$ cat config.mk
export PLATFORM = sky130hd
export DESIGN_NAME = srecord_line_loader
export DESIGN_NICKNAME = d
export VERILOG_FILES = /design/src/sv/lsl_pkg.sv /design/src/sv/lsl_front.sv /design/src/sv/lsl_queue.sv /design/src/sv/lsl_back.sv /design/src/sv/srecord_line_loader.sv
export SDC_FILE = /design/constraint.sdc
export NUM_CORES = 1
export LEC_CHECK = 0
export ABC_AREA = 1
export BUFFER_PORTS_ARGS = -buffer_cell sky130_fd_sc_hd__buf_2
export CORE_MARGIN = 2
export CORE_UTILIZATION = 62
export CTS_CLUSTER_SIZE = 12
export DETAILED_ROUTE_END_ITERATION = 7
export GPL_TIMING_DRIVEN = 0
export PLACE_DENSITY = 0.81
export SKIP_LAST_GASP = 1
export SYNTH_ARGS = -nofsm -noshare
export SYNTH_HDL_FRONTEND = slang
export SYNTH_SLANG_ARGS = --single-unit
$ cat constraint.sdc
create_clock -name clk_i -period 6.7 [get_ports clk_i]
set_input_delay 1.005 -clock clk_i [delete_from_list [all_inputs] [get_ports clk_i]]
set_output_delay 1.005 -clock clk_i [all_outputs]
set_load 0.01 [all_outputs]
$ cat src/sv/lsl_pkg.sv
// ----------------------------------------------------------------------------
// lsl_pkg: shared types and constants
// Result item layout, status codes and line limits of the S-record loader.
// ----------------------------------------------------------------------------
package lsl_pkg;

  localparam int unsigned MaxLine = 530;
  localparam int unsigned PosW    = 10;
  localparam logic [PosW-1:0] PosLimit = PosW'(MaxLine - 2);
  localparam logic [PosW-1:0] PosSat   = PosW'(1023);

  localparam logic [1:0] StOk   = 2'd0;
  localparam logic [1:0] StSum  = 2'd1;
  localparam logic [1:0] StAddr = 2'd2;
  localparam logic [1:0] StLine = 2'd3;

  localparam logic [1:0] CfgOffset = 2'd0;
  localparam logic [1:0] CfgRom    = 2'd1;
  localparam logic [1:0] CfgSwap   = 2'd2;

  localparam logic [7:0] ChNewline = 8'h0A;
  localparam logic [7:0] ChS       = 8'h53;
  localparam logic [7:0] SumGood   = 8'hFF;

  typedef struct packed {
    logic        write_valid;
    logic [31:0] write_addr;
    logic [7:0]  write_data;
    logic        line_done;
    logic [1:0]  status;
  } res_t;

  typedef struct packed {
    logic [31:0] address_offset;
    logic [31:0] rom_bytes;
    logic        swap_halves;
  } cfg_t;

  function automatic logic [3:0] hex_value(input logic [7:0] c);
    logic [3:0] v;
    v = 4'd0;
    if (c >= 8'h30 && c <= 8'h39) v = 4'(c - 8'h30);
    else if (c >= 8'h41 && c <= 8'h46) v = 4'(c - 8'h37);
    else if (c >= 8'h61 && c <= 8'h66) v = 4'(c - 8'h57);
    return v;
  endfunction

endpackage

$ cat src/sv/lsl_front.sv
// ----------------------------------------------------------------------------
// lsl_front: character decoder
// Takes one character per cycle while take_i is high, tracks the line state and forms result items.
// ----------------------------------------------------------------------------
module lsl_front (
  input  logic          clk_i,
  input  logic          rst_ni,
  input  lsl_pkg::cfg_t cfg_i,
  input  logic          take_i,
  input  logic [7:0]    char_i,
  output logic          push_o,
  output lsl_pkg::res_t res_o
);
  import lsl_pkg::*;

  logic [PosW-1:0] pos_q, pos_d;
  logic [1:0]  kind_q, kind_d;
  logic [7:0]  count_q, count_d;
  logic [7:0]  hi_q, hi_d;
  logic [31:0] acc_q, acc_d;
  logic [7:0]  sum_q, sum_d;
  logic [31:0] nwa_q, nwa_d;
  logic [1:0]  err_q, err_d;

  logic [PosW-1:0] k;
  logic [8:0]  idx;
  logic [7:0]  b;
  logic [8:0]  alen;
  logic [31:0] acc_new;
  logic [31:0] phys;
  logic [PosW-2:0] got;

  always_comb begin
    pos_d   = pos_q;
    kind_d  = kind_q;
    count_d = count_q;
    hi_d    = hi_q;
    acc_d   = acc_q;
    sum_d   = sum_q;
    nwa_d   = nwa_q;
    err_d   = err_q;
    push_o  = 1'b0;
    res_o   = '0;
    k       = pos_q - PosW'(2);
    idx     = 9'(k >> 1);
    b       = hi_q | {4'd0, hex_value(char_i)};
    alen    = {7'd0, kind_q} + 9'd1;
    acc_new = {acc_q[23:0], b};
    phys    = nwa_q ^ {31'd0, cfg_i.swap_halves};
    got     = (pos_q >= PosW'(2)) ? k[PosW-1:1] : '0;
    if (char_i == ChNewline) begin
      if (pos_q == '0) begin
        if (err_q == StOk) err_d = StLine;
      end else if (kind_q != 2'd0 && err_q == StOk) begin
        if ({1'b0, got} < {2'b0, count_q} + 10'd1 || sum_q != SumGood) err_d = StSum;
      end
      push_o          = 1'b1;
      res_o.line_done = 1'b1;
      res_o.status    = err_d;
      pos_d = '0; kind_d = '0; count_d = '0; hi_d = '0;
      acc_d = '0; sum_d = '0; nwa_d = '0;
    end else if (pos_q >= PosLimit) begin
      if (err_q == StOk) err_d = StLine;
      kind_d = 2'd0;
    end else begin
      if (pos_q == '0) begin
        if (char_i != ChS) begin
          if (err_q == StOk) err_d = StLine;
          kind_d = 2'd0;
        end
      end else if (pos_q == PosW'(1)) begin
        if (err_q == StOk) begin
          case (char_i)
            8'h31:   kind_d = 2'd1;
            8'h32:   kind_d = 2'd2;
            8'h33:   kind_d = 2'd3;
            default: kind_d = 2'd0;
          endcase
        end
      end else if (kind_q != 2'd0) begin
        if (!k[0]) begin
          hi_d = {hex_value(char_i), 4'd0};
        end else if (idx <= 9'd255) begin
          if (idx == 9'd0) count_d = b;
          if (idx <= {1'b0, count_d}) sum_d = sum_q + b;
          if (idx >= 9'd1 && idx <= alen) begin
            acc_d = acc_new;
            if (idx == alen) begin
              if (acc_new < cfg_i.address_offset) begin
                if (err_q == StOk) err_d = StAddr;
              end else begin
                nwa_d = acc_new - cfg_i.address_offset;
              end
            end
          end else if (idx > alen && idx < {1'b0, count_q}) begin
            if (err_q == StOk && nwa_q < cfg_i.rom_bytes && phys < cfg_i.rom_bytes) begin
              push_o            = 1'b1;
              res_o.write_valid = 1'b1;
              res_o.write_addr  = phys;
              res_o.write_data  = b;
            end
            if (nwa_q != 32'hFFFF_FFFF) nwa_d = nwa_q + 32'd1;
          end
        end
      end
      if (pos_q < PosSat) pos_d = pos_q + PosW'(1);
    end
    if (!take_i) push_o = 1'b0;
  end

  always_ff @(posedge clk_i or negedge rst_ni) begin
    if (!rst_ni) begin
      pos_q <= '0; kind_q <= '0; count_q <= '0; hi_q <= '0;
      acc_q <= '0; sum_q <= '0; nwa_q <= '0; err_q <= '0;
    end else if (take_i) begin
      pos_q <= pos_d; kind_q <= kind_d; count_q <= count_d; hi_q <= hi_d;
      acc_q <= acc_d; sum_q <= sum_d; nwa_q <= nwa_d; err_q <= err_d;
    end
  end

endmodule

$ cat src/sv/lsl_queue.sv
// ----------------------------------------------------------------------------
// lsl_queue: two-entry result queue
// Decouples the decoder from the output stage.
// ----------------------------------------------------------------------------
module lsl_queue (
  input  logic          clk_i,
  input  logic          rst_ni,
  input  logic          push_i,
  input  lsl_pkg::res_t data_i,
  output logic          full_o,
  output logic          avail_o,
  input  logic          pop_i,
  output lsl_pkg::res_t data_o
);
  import lsl_pkg::*;

  res_t       mem_q [2];
  logic       wp_q, rp_q;
  logic [1:0] cnt_q;

  assign full_o  = cnt_q == 2'd2;
  assign avail_o = cnt_q != 2'd0;
  assign data_o  = mem_q[rp_q];

  always_ff @(posedge clk_i) begin
    if (push_i) mem_q[wp_q] <= data_i;
  end

  always_ff @(posedge clk_i or negedge rst_ni) begin
    if (!rst_ni) begin
      wp_q <= 1'b0; rp_q <= 1'b0; cnt_q <= 2'd0;
    end else begin
      if (push_i) wp_q <= ~wp_q;
      if (pop_i) rp_q <= ~rp_q;
      cnt_q <= cnt_q + {1'b0, push_i} - {1'b0, pop_i};
    end
  end

endmodule

$ cat src/sv/lsl_back.sv
// ----------------------------------------------------------------------------
// lsl_back: output stage
// Holds one result item toward the receiver, refilled from the queue.
// ----------------------------------------------------------------------------
module lsl_back (
  input  logic          clk_i,
  input  logic          rst_ni,
  input  logic          avail_i,
  input  lsl_pkg::res_t data_i,
  output logic          pop_o,
  output logic          valid_o,
  input  logic          ready_i,
  output lsl_pkg::res_t res_o
);
  import lsl_pkg::*;

  logic valid_q;
  res_t res_q;

  assign pop_o   = avail_i && (!valid_q || ready_i);
  assign valid_o = valid_q;
  assign res_o   = res_q;

  always_ff @(posedge clk_i or negedge rst_ni) begin
    if (!rst_ni) valid_q <= 1'b0;
    else if (pop_o) valid_q <= 1'b1;
    else if (ready_i) valid_q <= 1'b0;
  end

  always_ff @(posedge clk_i) begin
    if (pop_o) res_q <= data_i;
  end

endmodule

$ cat src/sv/srecord_line_loader.sv
// ----------------------------------------------------------------------------
// srecord_line_loader: S-record text to byte-write stream
// Decodes Motorola S-record lines one character per item.
// ----------------------------------------------------------------------------
// Usage:
//   in channel  : one character per item (line_char_i), newline ends a line.
//   out channel : zero or one result per character: a data byte write, or a
//                 line_done item with the sticky status on each newline.
//   cfg channel : index 0 offset, 1 image size, 2 swap; always ready. Write
//                 only while idle.
// Throughput: one character per cycle while the queue is not full; the decoder
//   updates its line state as it takes each character.
// Path: a result enters the queue at the edge that accepts its character and
//   moves on into the output register once that register is free or being read.
// Stall: a two-entry queue and the output register absorb results; in_ready
//   drops only when the queue is full.
// Reset: clears line state, the sticky error and the queues; config returns
//   to offset 0, size 65536, swap on.
// ----------------------------------------------------------------------------
module srecord_line_loader (
  input  logic        clk_i,
  input  logic        rst_ni,
  input  logic        cfg_valid_i,
  output logic        cfg_ready_o,
  input  logic [1:0]  cfg_index_i,
  input  logic [31:0] cfg_data_i,
  input  logic        in_valid_i,
  output logic        in_ready_o,
  input  logic [7:0]  line_char_i,
  output logic        out_valid_o,
  input  logic        out_ready_i,
  output logic        write_valid_o,
  output logic [31:0] write_addr_o,
  output logic [7:0]  write_data_o,
  output logic        line_done_o,
  output logic [1:0]  status_o
);
  import lsl_pkg::*;

  cfg_t cfg_q;
  logic take, push, full, avail, pop;
  res_t f_res, q_res, o_res;

  assign cfg_ready_o = 1'b1;

  always_ff @(posedge clk_i or negedge rst_ni) begin
    if (!rst_ni) begin
      cfg_q.address_offset <= 32'd0;
      cfg_q.rom_bytes      <= 32'd65536;
      cfg_q.swap_halves    <= 1'b1;
    end else if (cfg_valid_i) begin
      case (cfg_index_i)
        CfgOffset: cfg_q.address_offset <= cfg_data_i;
        CfgRom:    cfg_q.rom_bytes      <= cfg_data_i;
        CfgSwap:   cfg_q.swap_halves    <= cfg_data_i[0];
        default:   ;
      endcase
    end
  end

  assign in_ready_o = !full;
  assign take       = in_valid_i && !full;

  lsl_front u_front (
    .clk_i, .rst_ni, .cfg_i(cfg_q), .take_i(take), .char_i(line_char_i),
    .push_o(push), .res_o(f_res)
  );

  lsl_queue u_queue (
    .clk_i, .rst_ni, .push_i(push), .data_i(f_res), .full_o(full),
    .avail_o(avail), .pop_i(pop), .data_o(q_res)
  );

  lsl_back u_back (
    .clk_i, .rst_ni, .avail_i(avail), .data_i(q_res), .pop_o(pop),
    .valid_o(out_valid_o), .ready_i(out_ready_i), .res_o(o_res)
  );

  assign write_valid_o = o_res.write_valid;
  assign write_addr_o  = o_res.write_addr;
  assign write_data_o  = o_res.write_data;
  assign line_done_o   = o_res.line_done;
  assign status_o      = o_res.status;

  a_kind_onehot: assert property (@(posedge clk_i) disable iff (!rst_ni)
    out_valid_o |-> (write_valid_o ^ line_done_o))
    else $error("result is neither write nor line_done");

  a_write_ok: assert property (@(posedge clk_i) disable iff (!rst_ni)
    out_valid_o && write_valid_o |-> status_o == StOk)
    else $error("write carries nonzero status");

  a_no_push_full: assert property (@(posedge clk_i) disable iff (!rst_ni)
    full |-> !push)
    else $error("push into full queue");

  a_pop_avail: assert property (@(posedge clk_i) disable iff (!rst_ni)
    pop |-> avail)
    else $error("pop from empty queue");

endmodule

; ---- Yosys cells after proc, flatten, opt, wreduce, memory -nomap -nowiden
; Memories as Yosys holds them, arrays and structs flattened. A register that Yosys moved wholly into a read port is not among the register bits.
; Cells that the tools add are included.
[op_classes]
n_addsub = 12
magnitude_cmp = 19
eq_ne = 20
mux = 105
bitwise_logic = 4
reduce_logical = 48
[op_table]
columns = op, count
row1 = $mux W41, 10
row2 = $mux W32, 12
row3 = $mux W8, 29
row4 = $mux W24, 8
row5 = $lt A32 B32 Y1, 3
row6 = $mux W2, 22
row7 = $add A32 B1 Y32 const B, 1
row8 = $ne A32 B32 Y1 const B, 1
row9 = $reduce_bool A4 Y1, 8
row10 = $sub A32 B32 Y32, 1
row11 = $xor A32 B1 Y32, 1
row12 = $mux W10, 3
row13 = $eq A8 B6 Y1 const B, 3
row14 = $reduce_bool A2 Y1, 9
row15 = $ge A8 B7 Y1 const B, 2
row16 = $le A8 B7 Y1 const B, 2
row17 = $reduce_and A8 Y1, 2
row18 = $mux W1, 15
row19 = $mux W4, 3
row20 = $reduce_and A11 Y1, 1
row21 = $add A10 B1 Y10 const B, 1
row22 = $eq A10 B1 Y1 const B, 1
row23 = $ge A10 B10 Y1 const B, 1
row24 = $ge A10 B2 Y1 const B, 1
row25 = other kinds (47), 68
[totals]
reg_bits = 164
mem_bits_rw = 88
inputBits = 47
wordCells = 224
memories = 1
[mem_list]
columns = name, words, word_bits, read_ports, rd_clocked_by_memory_dff, wr, line
row1 = u_queue.mem_q, 2, 44, 1, 1, 1, lsl_queue.sv:17  ; res_t mem_q [2];

; ---- Logic depth before layout (Yosys ltp)
[depth]
ltp_word = 23
mapped_depth = 26

; ---- Modules after synthesis
; Synthesis repeated with hierarchy kept, for this count alone.
[unflattened]
cells_unflattened = 2386
area_unflattened_um2 = 18318.8
[by_module_without_submodules]
columns = mod, instances, cells_per_inst, area_per_inst_um2
row1 = lsl_front, 1, 1787, 10805.4
row2 = lsl_queue, 1, 255, 3494.6
row3 = srecord_line_loader, 1, 294, 2648.8
row4 = lsl_back, 1, 50, 1370.1

; ---- Worst setup path after synthesis
; OpenSTA, ideal clock, no wires.
[synth_timing]
path_type = register to register
from = register u_front.pos_q[1]
to = memory u_queue.mem_q[1][0] in the netlist's numbering (enable)
setup_ns = 0.445
t_arrival_ns = 4.511
path_slack_ns = 1.744
stages_incl_launch_ff = 17
synth_period_minus_slack_ns = 4.956
path_cell_list = dfrtp_1 > inv_1 > ha_1 > nand3_4 > nor2_1 > xor2_1 > ha_1 > a21oi_1 > o211ai_1 > o21bai_1 > nor2_1 > nand2_1 > nor2_1 > nand2_1 > nand2_1 > nand2_1 > nor2_1
[synth_via]
elab_chain_cells = 15
elab_cells_between_ends = 23
cone_classes = 1 x add/sub / 6 x order compare / 1 x eq/ne / 12 x mux / 3 x reduce/logical
[synth_rtl]
columns = item, line
row1 = start: declaration, lsl_front.sv:16  ; logic [PosW-1:0] pos_q, pos_d;
row2 = start signal: assignment, lsl_front.sv:116  ; pos_q <= pos_d; kind_q <= kind_d; count_q <= count_d; hi_q <= hi_d;
row3 = $sub A10 B2 Y10, lsl_front.sv:44  ; k = pos_q - PosW'(2);
row4 = $gt A9 B9 Y1 or $lt A9 B8 Y1 (tied branches), lsl_front.sv:95  ; end else if (idx > alen && idx < {1'b0, count_q}) begin
row5 = $logic_and A1 B1 Y1, lsl_front.sv:95
row6 = $mux W1, lsl_front.sv:95
row7 = $mux W1, lsl_front.sv:86  ; if (idx >= 9'd1 && idx <= alen) begin
row8 = $mux W1, lsl_front.sv:83  ; end else if (idx <= 9'd255) begin
row9 = $mux W1, lsl_front.sv:81  ; if (!k[0]) begin
row10 = $mux W1, lsl_front.sv:80  ; end else if (kind_q != 2'd0) begin
row11 = $mux W1, lsl_front.sv:71  ; end else if (pos_q == PosW'(1)) begin
row12 = $mux W1, lsl_front.sv:66  ; if (pos_q == '0) begin
row13 = $mux W1 (*), lsl_front.sv:62  ; end else if (pos_q >= PosLimit) begin
row14 = $mux W1 (*), lsl_front.sv:51  ; if (char_i == ChNewline) begin
row15 = $mux W1 (*), lsl_front.sv:108  ; if (!take_i) push_o = 1'b0;
row16 = $mux W1 (*), lsl_queue.sv:26  ; if (push_i) mem_q[wp_q] <= data_i;
row17 = $mux W1 (not written as such) (*), lsl_queue.sv:26
row18 = end: declaration, lsl_queue.sv:17
; Mark *: on every way between the ends. The rest lies on a longest branch, timed or not.

; ---- Final worst setup path
[layout_timing]
from = register u_front.pos_q[1]
to = register u_front.sum_q[5]
[layout_via]
elab_chain_cells = 13
elab_cells_between_ends = 21
cone_classes = 1 x add/sub / 3 x order compare / 4 x eq/ne / 8 x mux / 5 x reduce/logical
[layout_rtl]
columns = item, line
row1 = $sub A10 B2 Y10, lsl_front.sv:44
row2 = $logic_not A9 Y1, lsl_front.sv:84  ; if (idx == 9'd0) count_d = b;
row3 = $mux W8, lsl_front.sv:84
row4 = $mux W8, lsl_front.sv:83
row5 = $mux W8, lsl_front.sv:81
row6 = $mux W8, lsl_front.sv:80
row7 = $mux W8, lsl_front.sv:71
row8 = $mux W8, lsl_front.sv:66
row9 = $mux W8, lsl_front.sv:62
row10 = $mux W8, lsl_front.sv:51
row11 = $le A9 B8 Y1, lsl_front.sv:85  ; if (idx <= {1'b0, count_d}) sum_d = sum_q + b;
row12 = $reduce_bool A2 Y1 (no line), n/a
row13 = $reduce_and A8 Y1 (no line) (*), n/a
row14 = end signal: assignment, lsl_front.sv:114  ; acc_q <= '0; sum_q <= '0; nwa_q <= '0; err_q <= '0;
row15 = end signal: assignment, lsl_front.sv:117  ; acc_q <= acc_d; sum_q <= sum_d; nwa_q <= nwa_d; err_q <= err_d;
row16 = end: declaration, lsl_front.sv:21  ; logic [7:0] sum_q, sum_d;
; Mark *: on every way between the ends. The rest lies on a longest branch, timed or not. The select of a mux whose other input is x is not followed.
; A chain may end at the register's enable or synchronous reset.

==> results.yml <==
setup_path:
  critical_path_class: "reg -> reg"
  path_max_fanout: 10
  cp-end-kind: "flop"
  worst_setup_path_start_kind: "flop"
  crit_arrival_ns: 5.40
  cp.required_ns: 7.18
flow_run:
  drv_cap: 0
sta:
  hold_viol: 0
  finalSetupViolations: 0
  worstMarginPinSlew_ns: 0.899
  post-route-period-util: 0.734
  max-slew-margin-rel: 0.400
  min_period_ns: 4.92
  rsz0062_at_grt: "false"
  max_freq_ghz: 0.203
  finalSetupTns_ns: 0
  skew_ns: 0.0203
  slew_violations: 0
clock_tree:
  tritoncts: "built"
  clock-sinks: 292
  cts_root_buffer: "clkbuf_16"
  clkLatencyLatePin_ns: 0.58
  cts_resized: 0
  cts_buffers: 30
  path_clk_slew_ns: 0.06
  clock_path_buffers: 3
  h-tree-depth: 1
  post-cts-setup-buffers: 0
  hold_buffers: 0
floorplanning:
  rows: 60
  start_util: 0.633
  die_height_um: 170
  dieArea_mm2: 0.0288
  die_x_um: 170
  pin_count: 94
  coreArea_mm2: 0.0270
final_layout:
  layout.cells.most_common: "nand2_1"
  area_growth_pct: 11.5
  n_antenna_cell: 0
  final_util: 0.705
  fill_cells: 2143
  layout_common_cells: "nand2_1, inv_1, nor2_1, dfrtp_1, o21ai_0"
  drive_gt1_frac: 0.0891
  layout.nets: 2352
global_route:
  groute.usage.overall: 0.325
  grt_pass1_vias: 13700
  grt_pass1_wl_mm: 72.6
  grt_max_degree: 87
  grt.overflow.total: 0
  antenna_found_initial: 0
detailed_routing:
  antenna_left: 0
  routed_wl_mm: 45.9
  via_count: 14500
  drc: 0
  wl_per_cell_um: 18.0
  dr.pass1.iters: 6
  viasPerCell: 5.69
  drtIter0Drc: 1430
yosys:
  synth_top_family_by_area: "simple AND/OR/NAND/NOR gates"
  synth.area.top_cells: "edfxtp_1, dfrtp_1, nand2_1"
  syn_nets: 2225
  async_reset_ff_frac: 0.548
  synth_fa_ha_area_frac: 0.0860
  ys_ff_latch: 292
  netlist_instances: 2062
  synthDistinctLibCells: 62
  syn-cell-area_mm2: 0.0170
  yosysWarnings: 0
  muxShareOfSynthArea: 0
  synth_compound_gate_area_share: 0.117
  yosysTopAreaCellShare: 0.232
  syn_avg_cell_area_um2: 8.27
  synthFlopType: "dfrtp_1"
  synth_seq_area_share: 0.467
  yosys.area_share.xor_xnor: 0.0281
  synth-simple-area-share: 0.218
  synth_enable_flop_cells: 132
  synth_top_cell_by_area: "edfxtp_1"
power_and_ir_drop:
  p_leak_nw: 8.95
  powerDensity_mw_per_mm2: 256
  ir_drop_uv: 220
min_path:
  hold_class: "in -> async"
place:
  dp_hpwl_mm: 35.8
  globalplace.congestion: 1.01
  numPortBuffers: 92
status:
  run_status: "complete, no violations"
per-layer routing:
layer / share of wire / global-route usage
met5: 0 / 0
met4: 0.025 / 0.0803
met3: 0.073 / 0.0514
met2: 0.46 / 0.537
met1: 0.44 / 0.453
registers in the layout, summed over array words and instances, names as in the netlist:
| register | cells |
|---|---|
| u_front.acc_q | 24 |
| u_queue.cnt_q | 2 |
| u_queue.rp_q | 1 |
| u_front.err_q | 2 |
| u_front.count_q | 8 |
| cfg_q | 65 |
| u_front.nwa_q | 32 |
| u_back.valid_o | 1 |
| u_front.pos_q | 10 |
| u_front.kind_q | 2 |
| u_queue.mem_q | 88 |
| u_back.res_o | 44 |
| u_front.hi_q | 4 |
| u_front.sum_q | 8 |
| u_queue.wp_q | 1 |
through the flow:
step           total power [mW]  std cells  instance area [um^2]  setup slack [ns]  hold WS [ns]
2_1_floorplan              2.86       2062                 17000              1.74         0.449
3_3_place_gp               3.17       2495                 17900             0.294         0.461
3_5_place_dp               3.22       2498                 18000              1.63         0.473
4_1_cts                    4.89       2553                 19000              1.89         0.405
5_1_grt                    5.10       2553                 19000              1.39         0.425
6_report                   4.88       2553                 19000              1.78         0.377
layout make-up:
type,instances,area (um^2),area share
Clock inverter,8,138,0.00724
Clock buffer,47,845,0.0444
Buffer,48,220,0.0116
Timing Repair Buffer,95,538,0.0283
Multi-Input combinational cell,1407,7690,0.404
Sequential cell,292,7970,0.419
Inverter,315,1180,0.0623
Tap cell,341,427,0.0224
worst paths after layout:
check / startpoint / end / slack, ns / depth (start not counted)
setup / recovery: u_front.pos_q[1] / u_front.sum_q[5] / 1.78 / 23
setup reg to reg: u_front.pos_q[1] / u_front.sum_q[5] / 1.78 / 23
hold reg to reg: u_queue.wp_q / u_queue.wp_q / 0.48 / 2
hold / removal: rst_ni / u_front.sum_q[3] / 0.38 / 1
min in group clk_i: u_queue.wp_q / u_queue.wp_q / 0.48 / 2
max in group asynchronous: rst_ni / u_front.nwa_q[30] / 5.46 / 2
cells by family (layout without fill, tap and decap cells):
family	Yosys count	after routing
AND/OR/NAND/NOR	878	878
buffers and inverters	363	513
adder cells (fa/ha/maj)	116	116
AO/OA/AOI/OAI	359	359
XOR/XNOR	53	53
flip-flops	292	292
other	1	1
synthesized netlist by cell type (all sizes together), types with 2 or more instances:
cell and n:
and3 4, o21a 6, nand3b 5, nand4 31
xnor2 11, nor4 7, nand2 532, a21o 5
or2 6, o211ai 4, nor2 166, o31ai 10
fa 2, a211oi 6, xor2 42, edfxtp 132
ha 114, o21ai 168, inv 314, nand3 84
buf 18, and2 2, a21oi 106, o22ai 24
a2111oi 2, o21bai 2, dfstp 2, nor3 37
clkbuf 30, dfrtp 158, a31oi 20
power by group:
group	internal [mW]	switching [mW]
Combinational	0.338	0.714
Clock	0.979	0.685
Sequential	2.09	0.0713
critical path, cell delays in order, from the launching register on:
cell and delay, ns:
dfrtp_1 0.52, inv_1 0.34, ha_1 0.31, nand3_4 0.12
nor2_1 0.13, xor2_1 0.41, nor2_1 0.11, nand2_1 0.09
nor2_1 0.06, nand2_1 0.21, clkbuf_1 0.33, nand2_1 0.10
o21ai_0 0.14, ha_1 0.30, a21oi_1 0.15, o21a_1 0.13
o21ai_0 0.07, nand3_1 0.07, nand2_1 0.05, a21oi_1 0.11
o21ai_0 0.23, a21oi_4 0.38, nand2_1 0.26, o22ai_1 0.20
No activity file was read; power rests on OpenSTA's default activity.
